**src/rtl/dmm_pkg.sv**
```systemverilog
// Shared types and codes for the three-digit display multiplexer.
package dmm_pkg;

    // Operation codes carried in the input tuser field.
    localparam logic [1:0] OP_UPDATE = 2'd0;
    localparam logic [1:0] OP_BUTTON = 2'd1;
    localparam logic [1:0] OP_TICK   = 2'd2;
    localparam logic [1:0] OP_NONE   = 2'd3;

    // Width of one stored display code.
    localparam int unsigned DIGIT_W = 4;

    // Letter codes shown on the alert screen.
    localparam logic [DIGIT_W-1:0] ALERT_HUND  = 4'hA;
    localparam logic [DIGIT_W-1:0] ALERT_TENS  = 4'hB;
    localparam logic [DIGIT_W-1:0] ALERT_UNITS = 4'hC;

    // Screen modes, advanced cyclically by the button.
    typedef enum logic [3:0] {
        MODE_SPEED = 4'b0001,
        MODE_RPM   = 4'b0010,
        MODE_ODO   = 4'b0100,
        MODE_ALERT = 4'b1000
    } mode_t;

    // Control tag that travels beside the data through every stage.
    typedef struct packed {
        logic  valid;
        logic  tick;
        mode_t mode;
    } tag_t;

    // Three decimal digits of a displayed value.
    typedef struct packed {
        logic [DIGIT_W-1:0] hund;
        logic [DIGIT_W-1:0] tens;
        logic [DIGIT_W-1:0] units;
    } digits_t;

endpackage

```
**src/rtl/dmm_value.sv**
```systemverilog
// Value stages: speed, rpm and odometer quotients by reciprocal multiplication.
module dmm_value
    import dmm_pkg::*;
(
    input  logic        clk,
    input  logic        rst_n,
    input  logic        adv,
    input  tag_t        in_tag,
    input  logic [15:0] in_rpm,
    input  logic [31:0] in_pulse,
    output tag_t        out_tag,
    output logic [21:0] out_val
);

    localparam logic [17:0] SPD_RECIP  = 18'd254201;    // 2^23 / 33, rounded up
    localparam logic [16:0] RPM_RECIP  = 17'd87382;     // 2^18 / 3, rounded up
    localparam logic [27:0] ODO_RECIP  = 28'd175921861; // 2^39 / 3125, rounded up
    localparam logic [15:0] ODO_DIV    = 16'd50000;
    localparam logic [6:0]  ODO_SCALE  = 7'd97;
    localparam logic [22:0] FRAC_RECIP = 23'd8332237;   // 97 * 2^32 / 50000, rounded up

    tag_t        v1_tag_reg, v2_tag_reg, v3_tag_reg;
    logic [14:0] v1_sr_reg, v2_sr_reg;
    logic [21:0] v3_val_reg;
    logic [15:0] v1_a_reg;
    logic [30:0] v1_h_reg;
    logic [15:0] v2_b_reg;
    logic [22:0] v2_a97_reg;

    logic [34:0] spd_prod;
    logic [32:0] rpm_prod;
    logic [54:0] odo_prod;
    logic [14:0] v1_sr_next;
    logic [31:0] a_times_div;
    logic [31:0] b_diff;
    logic [22:0] a97_next;
    logic [38:0] frac_prod;
    logic [22:0] odo_sum;
    logic [21:0] v3_val_next;

    // First stage: the three quotients, each one multiplier wide.
    assign spd_prod = 35'({in_rpm, 1'b0}) * 35'(SPD_RECIP);
    assign rpm_prod = 33'(in_rpm) * 33'(RPM_RECIP);
    assign odo_prod = 55'(in_pulse[31:5]) * 55'(ODO_RECIP);
    assign v1_sr_next = (in_tag.mode == MODE_SPEED) ? 15'(spd_prod[34:23]) : rpm_prod[32:18];

    // Second stage: split half the pulse count into 50000 * a + b.
    assign a_times_div = 32'(v1_a_reg) * 32'(ODO_DIV);
    assign b_diff      = {1'b0, v1_h_reg} - a_times_div;
    assign a97_next    = 23'(v1_a_reg) * 23'(ODO_SCALE);

    // Third stage: kilometers are 97 * a plus the fraction from b. The full
    // kilometer count needs 22 bits, so it is passed on whole.
    assign frac_prod   = 39'(v2_b_reg) * 39'(FRAC_RECIP);
    assign odo_sum     = v2_a97_reg + 23'(frac_prod[38:32]);
    assign v3_val_next = (v2_tag_reg.mode == MODE_ODO) ? odo_sum[21:0] : 22'(v2_sr_reg);

    always_ff @(posedge clk or negedge rst_n)
    begin
        if (!rst_n)
        begin
            v1_tag_reg <= '0;
            v2_tag_reg <= '0;
            v3_tag_reg <= '0;
        end
        else if (adv)
        begin
            v1_tag_reg <= in_tag;
            v2_tag_reg <= v1_tag_reg;
            v3_tag_reg <= v2_tag_reg;
        end
    end

    always_ff @(posedge clk)
    begin
        if (adv)
        begin
            v1_sr_reg  <= v1_sr_next;
            v1_a_reg   <= odo_prod[54:39];
            v1_h_reg   <= in_pulse[31:1];
            v2_sr_reg  <= v1_sr_reg;
            v2_b_reg   <= b_diff[15:0];
            v2_a97_reg <= a97_next;
            v3_val_reg <= v3_val_next;
        end
    end

    assign out_tag = v3_tag_reg;
    assign out_val = v3_val_reg;

endmodule

```
**src/rtl/dmm_split.sv**
```systemverilog
// Digit stages: value modulo 1000 split into hundreds, tens and units.
module dmm_split
    import dmm_pkg::*;
(
    input  logic        clk,
    input  logic        rst_n,
    input  logic        adv,
    input  tag_t        in_tag,
    input  logic [21:0] in_val,
    output tag_t        out_tag,
    output digits_t     out_digits
);

    localparam logic [22:0] K_RECIP   = 23'd4294968; // 2^32 / 1000, rounded up
    localparam logic [9:0]  K_DIV     = 10'd1000;
    localparam logic [5:0]  H_RECIP   = 6'd41;     // 2^12 / 100, exact below 1000
    localparam logic [6:0]  H_DIV     = 7'd100;
    localparam logic [7:0]  T_RECIP   = 8'd205;    // 2^11 / 10, exact below 100
    localparam logic [3:0]  T_DIV     = 4'd10;

    tag_t               d1_tag_reg, d2_tag_reg, d3_tag_reg, d4_tag_reg, d5_tag_reg;
    logic [21:0]        d1_val_reg;
    logic [12:0]        d1_q_reg;
    logic [9:0]         d2_r_reg, d3_r_reg;
    logic [DIGIT_W-1:0] d3_h_reg, d4_h_reg, d5_h_reg;
    logic [6:0]         d4_rem_reg, d5_rem_reg;
    logic [DIGIT_W-1:0] d5_t_reg;

    logic [44:0] q_prod;
    logic [21:0] q_times_k;
    logic [21:0] r_diff;
    logic [15:0] h_prod;
    logic [9:0]  h_times_div;
    logic [9:0]  rem_diff;
    logic [14:0] t_prod;
    logic [6:0]  t_times_div;
    logic [6:0]  u_diff;

    assign q_prod      = 45'(in_val) * 45'(K_RECIP);
    assign q_times_k   = 22'(d1_q_reg) * 22'(K_DIV);
    assign r_diff      = d1_val_reg - q_times_k;
    assign h_prod      = 16'(d2_r_reg) * 16'(H_RECIP);
    assign h_times_div = 10'(d3_h_reg) * 10'(H_DIV);
    assign rem_diff    = d3_r_reg - h_times_div;
    assign t_prod      = 15'(d4_rem_reg) * 15'(T_RECIP);
    assign t_times_div = 7'(d5_t_reg) * 7'(T_DIV);
    assign u_diff      = d5_rem_reg - t_times_div;

    always_ff @(posedge clk or negedge rst_n)
    begin
        if (!rst_n)
        begin
            d1_tag_reg <= '0;
            d2_tag_reg <= '0;
            d3_tag_reg <= '0;
            d4_tag_reg <= '0;
            d5_tag_reg <= '0;
        end
        else if (adv)
        begin
            d1_tag_reg <= in_tag;
            d2_tag_reg <= d1_tag_reg;
            d3_tag_reg <= d2_tag_reg;
            d4_tag_reg <= d3_tag_reg;
            d5_tag_reg <= d4_tag_reg;
        end
    end

    always_ff @(posedge clk)
    begin
        if (adv)
        begin
            d1_val_reg <= in_val;
            d1_q_reg   <= q_prod[44:32];
            d2_r_reg   <= r_diff[9:0];
            d3_r_reg   <= d2_r_reg;
            d3_h_reg   <= h_prod[15:12];
            d4_h_reg   <= d3_h_reg;
            d4_rem_reg <= rem_diff[6:0];
            d5_h_reg   <= d4_h_reg;
            d5_rem_reg <= d4_rem_reg;
            d5_t_reg   <= t_prod[14:11];
        end
    end

    assign out_tag          = d5_tag_reg;
    assign out_digits.hund  = d5_h_reg;
    assign out_digits.tens  = d5_t_reg;
    assign out_digits.units = u_diff[3:0];

endmodule

```
**src/rtl/three_digit_display_mux_with_modes.sv**
```systemverilog
// Top level of the three-digit multiplexed display driver with screen modes.
//
// This block drives a three-digit multiplexed display. Each input beat carries an
// operation in s_tuser: an update recomputes the three stored digits from the rpm and
// pulse count in s_tdata for the current screen, a button press first advances the
// screen (speed, rpm, odometer, alert, back to speed) and then recomputes, and a scan
// tick produces one output beat with the one-hot enable and the code of the next
// digit (units, tens, hundreds, in turn). Speed is rpm * 120 / 1980, the rpm screen
// shows rpm / 3 and the odometer shows half the pulse count times 194 / 100000 km;
// every value is shown modulo 1000, and the alert screen shows the codes A, B and C.
// The block takes one beat per clock cycle unless the output stalls. Every beat
// goes through the same ten-register path in order (input register, three value
// stages, five digit stages, output register), so a tick beat always sees the
// digits of every update accepted before it. The whole path moves together:
// s_tready drops only while a finished output beat waits in the output register
// and m_tready is low. Updates and button presses produce no output beat, and
// operation code 3 is ignored.
module three_digit_display_mux_with_modes
    import dmm_pkg::*;
(
    input  logic        clk,
    input  logic        rst_n,
    input  logic        s_tvalid,
    output logic        s_tready,
    input  logic [47:0] s_tdata,  // [15:0] rpm, [47:16] pulse_count
    input  logic [1:0]  s_tuser,  // [1:0] op
    output logic        m_tvalid,
    input  logic        m_tready,
    output logic [7:0]  m_tdata   // [2:0] digit_enable, [6:3] digit_code, [7] zero
);

    // The path advances whenever the output register is free or being emptied.
    logic adv;
    logic accept;

    mode_t mode_reg, mode_next;
    tag_t  in_tag_next;
    tag_t  s1_tag_reg;
    logic [15:0] s1_rpm_reg;
    logic [31:0] s1_pulse_reg;

    tag_t        val_tag;
    logic [21:0] val_val;
    tag_t        fin_tag;
    digits_t     fin_digits;

    logic [DIGIT_W-1:0] digit_store_reg [3];
    logic [1:0]         scan_reg, scan_next;
    logic [2:0]         enable_next;
    logic [DIGIT_W-1:0] code_next;
    logic               m_tvalid_reg;
    logic [7:0]         m_tdata_reg;

    logic fin_update;
    logic fin_tick;

    assign adv      = !m_tvalid_reg || m_tready;
    assign s_tready = adv;
    assign accept   = s_tvalid && adv;

    // Next screen in the cyclic order.
    always_comb
    begin
        unique case (mode_reg)
            MODE_SPEED: mode_next = MODE_RPM;
            MODE_RPM:   mode_next = MODE_ODO;
            MODE_ODO:   mode_next = MODE_ALERT;
            MODE_ALERT: mode_next = MODE_SPEED;
            default:    mode_next = MODE_SPEED;
        endcase
    end

    // The beat carries the screen it must be computed for, after any button press.
    always_comb
    begin
        in_tag_next = '0;
        unique case (s_tuser)
            OP_UPDATE:
            begin
                in_tag_next.valid = accept;
                in_tag_next.mode  = mode_reg;
            end
            OP_BUTTON:
            begin
                in_tag_next.valid = accept;
                in_tag_next.mode  = mode_next;
            end
            OP_TICK:
            begin
                in_tag_next.valid = accept;
                in_tag_next.tick  = 1'b1;
                in_tag_next.mode  = mode_reg;
            end
            OP_NONE:
            begin
                in_tag_next.valid = 1'b0;
                in_tag_next.mode  = mode_reg;
            end
            default:
            begin
                in_tag_next.valid = 1'b0;
                in_tag_next.mode  = mode_reg;
            end
        endcase
    end

    always_ff @(posedge clk or negedge rst_n)
    begin
        if (!rst_n)
        begin
            mode_reg   <= MODE_SPEED;
            s1_tag_reg <= '0;
        end
        else if (adv)
        begin
            if (accept && s_tuser == OP_BUTTON)
            begin
                mode_reg <= mode_next;
            end
            s1_tag_reg <= in_tag_next;
        end
    end

    always_ff @(posedge clk)
    begin
        if (adv)
        begin
            s1_rpm_reg   <= s_tdata[15:0];
            s1_pulse_reg <= s_tdata[47:16];
        end
    end

    dmm_value u_value (
        .clk      (clk),
        .rst_n    (rst_n),
        .adv      (adv),
        .in_tag   (s1_tag_reg),
        .in_rpm   (s1_rpm_reg),
        .in_pulse (s1_pulse_reg),
        .out_tag  (val_tag),
        .out_val  (val_val)
    );

    dmm_split u_split (
        .clk        (clk),
        .rst_n      (rst_n),
        .adv        (adv),
        .in_tag     (val_tag),
        .in_val     (val_val),
        .out_tag    (fin_tag),
        .out_digits (fin_digits)
    );

    assign fin_update = fin_tag.valid && !fin_tag.tick;
    assign fin_tick   = fin_tag.valid && fin_tag.tick;

    // Scan position selects the digit; a position past hundreds restarts at units.
    always_comb
    begin
        unique case (scan_reg)
            2'd0:
            begin
                enable_next = 3'b001;
                code_next   = digit_store_reg[0];
                scan_next   = 2'd1;
            end
            2'd1:
            begin
                enable_next = 3'b010;
                code_next   = digit_store_reg[1];
                scan_next   = 2'd2;
            end
            2'd2:
            begin
                enable_next = 3'b100;
                code_next   = digit_store_reg[2];
                scan_next   = 2'd0;
            end
            default:
            begin
                enable_next = 3'b001;
                code_next   = digit_store_reg[0];
                scan_next   = 2'd1;
            end
        endcase
    end

    always_ff @(posedge clk or negedge rst_n)
    begin
        if (!rst_n)
        begin
            digit_store_reg[0] <= '0;
            digit_store_reg[1] <= '0;
            digit_store_reg[2] <= '0;
            scan_reg           <= 2'd0;
            m_tvalid_reg       <= 1'b0;
        end
        else if (adv)
        begin
            if (fin_update)
            begin
                if (fin_tag.mode == MODE_ALERT)
                begin
                    digit_store_reg[2] <= ALERT_HUND;
                    digit_store_reg[1] <= ALERT_TENS;
                    digit_store_reg[0] <= ALERT_UNITS;
                end
                else
                begin
                    digit_store_reg[2] <= fin_digits.hund;
                    digit_store_reg[1] <= fin_digits.tens;
                    digit_store_reg[0] <= fin_digits.units;
                end
            end
            if (fin_tick)
            begin
                scan_reg <= scan_next;
            end
            m_tvalid_reg <= fin_tick;
        end
    end

    always_ff @(posedge clk)
    begin
        if (adv && fin_tick)
        begin
            m_tdata_reg <= {1'b0, code_next, enable_next};
        end
    end

    assign m_tvalid = m_tvalid_reg;
    assign m_tdata  = m_tdata_reg;

    // A waiting output beat must hold back the input side.
    a_stall_blocks_input: assert property (@(posedge clk) disable iff (!rst_n)
        (m_tvalid && !m_tready) |-> !s_tready)
        else $error("input accepted while output beat is stalled");

    // A tick reaching the end of the path always becomes an output beat.
    a_tick_reaches_output: assert property (@(posedge clk) disable iff (!rst_n)
        (adv && fin_tick) |=> (m_tvalid && $onehot(m_tdata[2:0])))
        else $error("tick did not produce a one-hot output beat");

    // The scan index never leaves the three digit positions.
    a_scan_range: assert property (@(posedge clk) disable iff (!rst_n)
        scan_reg != 2'd3)
        else $error("scan index out of range");

    // Stored codes are decimal digits or alert letters only.
    a_store_codes: assert property (@(posedge clk) disable iff (!rst_n)
        (digit_store_reg[0] <= ALERT_UNITS) && (digit_store_reg[1] <= ALERT_UNITS)
        && (digit_store_reg[2] <= ALERT_UNITS))
        else $error("digit store holds an invalid code");

    // Ticks do not disturb the stored digits.
    a_tick_keeps_store: assert property (@(posedge clk) disable iff (!rst_n)
        (adv && fin_tick) |=> $stable(digit_store_reg[0]) && $stable(digit_store_reg[1])
        && $stable(digit_store_reg[2]))
        else $error("digit store changed on a tick");

endmodule

```
**config.mk**
```make
export PLATFORM = sky130hd
export DESIGN_NAME = three_digit_display_mux_with_modes
export DESIGN_NICKNAME = d
export VERILOG_FILES = /design/src/rtl/dmm_pkg.sv /design/src/rtl/dmm_value.sv /design/src/rtl/dmm_split.sv /design/src/rtl/three_digit_display_mux_with_modes.sv
export SDC_FILE = /design/constraint.sdc
export NUM_CORES = 2
export LEC_CHECK = 0
export BUFFER_PORTS_ARGS = -buffer_cell sky130_fd_sc_hd__clkbuf_2
export CORE_MARGIN = 2
export CORE_UTILIZATION = 40
export CTS_BUF_LIST = sky130_fd_sc_hd__clkbuf_4
export CTS_CLUSTER_DIAMETER = 200
export DETAILED_ROUTE_END_ITERATION = 10
export PLACE_DENSITY = 0.61
export SYNTH_ARGS = -nofsm -noshare
export SYNTH_HDL_FRONTEND = slang
export SYNTH_SLANG_ARGS = --single-unit
```
**constraint.sdc**
```tcl
create_clock -name clk -period 10.1 [get_ports clk]
set_input_delay 0 -clock clk [delete_from_list [all_inputs] [get_ports clk]]
set_output_delay 0 -clock clk [all_outputs]
set_load 0.02 [all_outputs]
```
==> key figures <==
Outcome
  • Status: finished, final reports clean

Floorplanning
  • Die Width: ~350 um
  • Core ar.: 116400 sq um
  • Die area: 120200 sq um
  • Initial Utilization: 0.4038
  • I/O pin count: 64
  • # rows: ~130
  • Die height: about 350 um

Setup path
  • Flop-to-flop setup slack: around 1.7 ns
  • Arrival @ worst endpoint: 8.94 ns
  • Worst Path Max Fanout: 8
  • Critical Path Start Type: register
  • Worst EP required: about 11 ns
  • CP Class: register to register
  • Worst setup EP type: register

Logic synthesis
  • Register area share after synthesis: 0.1904
  • Cells after synthesis: between 4000 and 5000
  • Syn. warnings: 0
  • Top FF cell, synth: edfxtp_1
  • Syn Area/Cell: 10.83 sq um
  • Post-synth net total: around 6100
  • Register bit total from synthesis: 310
  • Distinct cells, synth: 81
  • Mapped cell area: around 47000 sq um
  • Post-synth ARST share: 0.2355
  • Post-synth EDFFs: roughly 240

Clock network
  • Total CTS buffers: a little under 90
  • Post-CTS Setup Bufs: 0
  • CTS tree: built
  • Clk root buf: clkbuf_4
  • H-tree Lvls: 3
  • CTS Sinks: 310
  • Worst-path clk slew: about 0.06 ns
  • Longest Clk Path Bufs: 3
  • Clock Latency Late Sink: just under 1 ns
  • CTS-repair resized insts: 0

Place
  • I/O Buffers: a little over 60
  • Routability cong.: 0.9156
  • Placed wire-length estimate after detailed placement: between 80000 and 90000 um

Cells and area
  • Fillers: between 10000 and 15000
  • Area occupied by multi-input gates: roughly 33000 sq um
  • Storage cell area: ~8900 sq um
  • Nets: between 6000 and 7000
  • Max reg flops: 31
  • Area growth syn-to-layout: 9.490%
  • Final core utilization: 0.4422
  • Ratio of cells with drive above 1 in the final layout: 0.05593

STA
  • Minimum clock period: 8.350 ns
  • Setup violators final: 0
  • Final clock period utilization by the worst path: 0.8268
  • Max-slew violations: 0
  • Setup TNS: 0 ns
  • Hold Fails Final Rpt: 0
  • RSZ-0062 raised after global routing: no
  • Worst Hold Slack: 0.2118 ns
  • Fmax: ~0.12 GHz
  • Max-slew headroom: 0.2573
  • Worst Skew: 0.1146 ns
  • Worst-margin pin slew: between 1 and 1.5 ns

Route
  • Vias post-DR: ~29000
  • DR WL/cell: 15.77 um
  • Post-Route WL: just under 100000 um
  • Antenna Violating Nets Remaining: 0
  • DRC errors left: 0
  • 1st-iter DRT viols: approximately 1100
  • Initial DRT Pass Iterations: 5
  • Vias per cell: about 4.7

Worst hold path
  • Hold WC Path Type: input port to register

Flow run
  • Max-cap violations: 0

Global routing
  • Grt ovf: 0
  • Global-route wire length before repair: 164100 um
  • Tot GR Track Use: 0.1711
  • Largest net degree at the start of global routing: around 170
  • Initial antenna violation count: 3
  • Vias in the first global route: roughly 32000
-- synth_stat cells, drive strengths merged (23+ instances only) --
library cell	number	area share
nor2	79	0.0063
edfxtp	237	0.15
nand2	237	0.019
a21o	48	0.0077
fa	700	0.30
xor2	48	0.0089
xnor2	106	0.020
a21oi	97	0.011
inv	1234	0.099
ha	1044	0.28
dfrtp	72	0.038
nand4	23	0.0031
o21ai	82	0.0087
-- through the flow --
step           setup WS [ns]  cell area (sq um)  cells
6_report               1.750              51450   6180
5_1_grt                1.029              51450   6179
4_1_cts                1.592              51430   6173
3_5_place_dp           1.714              49180   5905
3_3_place_gp           1.790              49180   5905
2_1_floorplan          1.981              46990   4339
-- logic make-up (layout without fill, tap and decap cells) --
group | after synthesis | in the layout | share of synthesized area
buffers and inverters | 1258 | 1568 | 0.1006
flip-flops | 310 | 310 | 0.1904
XOR/XNOR | 154 | 154 | 0.02870
AND/OR/NAND/NOR | 475 | 475 | 0.04636
other | 1 | 8 | 0.00007980
AO/OA/AOI/OAI | 383 | 383 | 0.05464
adder cells (fa/ha/maj) | 1744 | 1744 | 0.5762
multiplexers | 14 | 14 | 0.003089
-- cell type report --
| class | count | share of cell area |
|---|---|---|
| multi-input combinational | 2771 | 0.6479 |
| sequential | 310 | 0.1739 |
| inverter | 1234 | 0.09018 |
| tap | 1524 | 0.03706 |
| timing repair buffer | 173 | 0.02811 |
| clock buffer | 133 | 0.01941 |
| clock inverter | 28 | 0.003161 |
| antenna | 7 | 0.0003405 |
-- metal layers --
layer  global-route usage  vias to the layer above  share of wire
li1                     -                    14390              -
met4              0.04312                        0          0.020
met3              0.02057                      110          0.029
met5                    0                        -              0
met2               0.3048                      346           0.51
met1               0.2198                    14460           0.44
-- what timing repair did --
| action | in CTS | in global routing |
|---|---|---|
| hold buffers | 107 | 0 |
| endpoints found under the setup margin | 0 | 0 |
| hold endpoints to repair | 177 | 0 |
-- critical path, stage by stage (launching register included) --
cell and delay, ns:
edfxtp_1 0.52, fa_1 0.64, inv_1 0.16, fa_1 0.54, inv_1 0.06, fa_1 0.46, fa_1 0.41, fa_1 0.51
inv_1 0.05, fa_1 0.52, inv_1 0.04, ha_1 0.29, a2111oi_0 0.59, o211ai_1 0.20, o211ai_1 0.32, nand4_1 0.25
nand2_1 0.19, xnor2_1 0.17, ha_1 0.27, a21o_1 0.18, a21oi_1 0.21, o21ai_0 0.11, a21oi_1 0.22, o21ai_0 0.12
a21oi_1 0.57, nor2_1 0.14, xnor2_1 0.16, o21ai_0 0.11
-- placed cells by master, fill, tap and decap left out, types with 79 or more instances in the layout --
cell / instances
inv_1: 1232
ha_1: 1044
fa_1: 700
nand2_1: 237
edfxtp_1: 237
clkbuf_4: 133
xnor2_1: 106
dlygate4sd3_1: 106
a21oi_1: 93
nor2_1: 79
-- final timing paths --
| check | startpoint | end | depth (start not counted) |
|---|---|---|---|
| min in group asynchronous | rst_n | mode_reg[0]$_DFFE_PN1P_ | 3 |
| hold reg to reg | u_value.v1_sr_reg[2]$_DFFE_PN_ | u_value.v2_sr_reg[2]$_DFFE_PN_ | 0 |
| max in group asynchronous | rst_n | mode_reg[2]$_DFFE_PN0P_ | 4 |
| setup / recovery | u_value.v2_b_reg[4]$_DFFE_PN_ | u_value.out_val[13]$_DFFE_PN_ | 27 |
| hold / removal | s_tvalid | mode_reg[1]$_DFFE_PN0P_ | 4 |
| setup reg to reg | u_value.v2_b_reg[4]$_DFFE_PN_ | u_value.out_val[13]$_DFFE_PN_ | 27 |
Power is left out: the tool's default activity adds up to more than one toggle a clock period on the data nets, which glitch-free logic cannot reach.
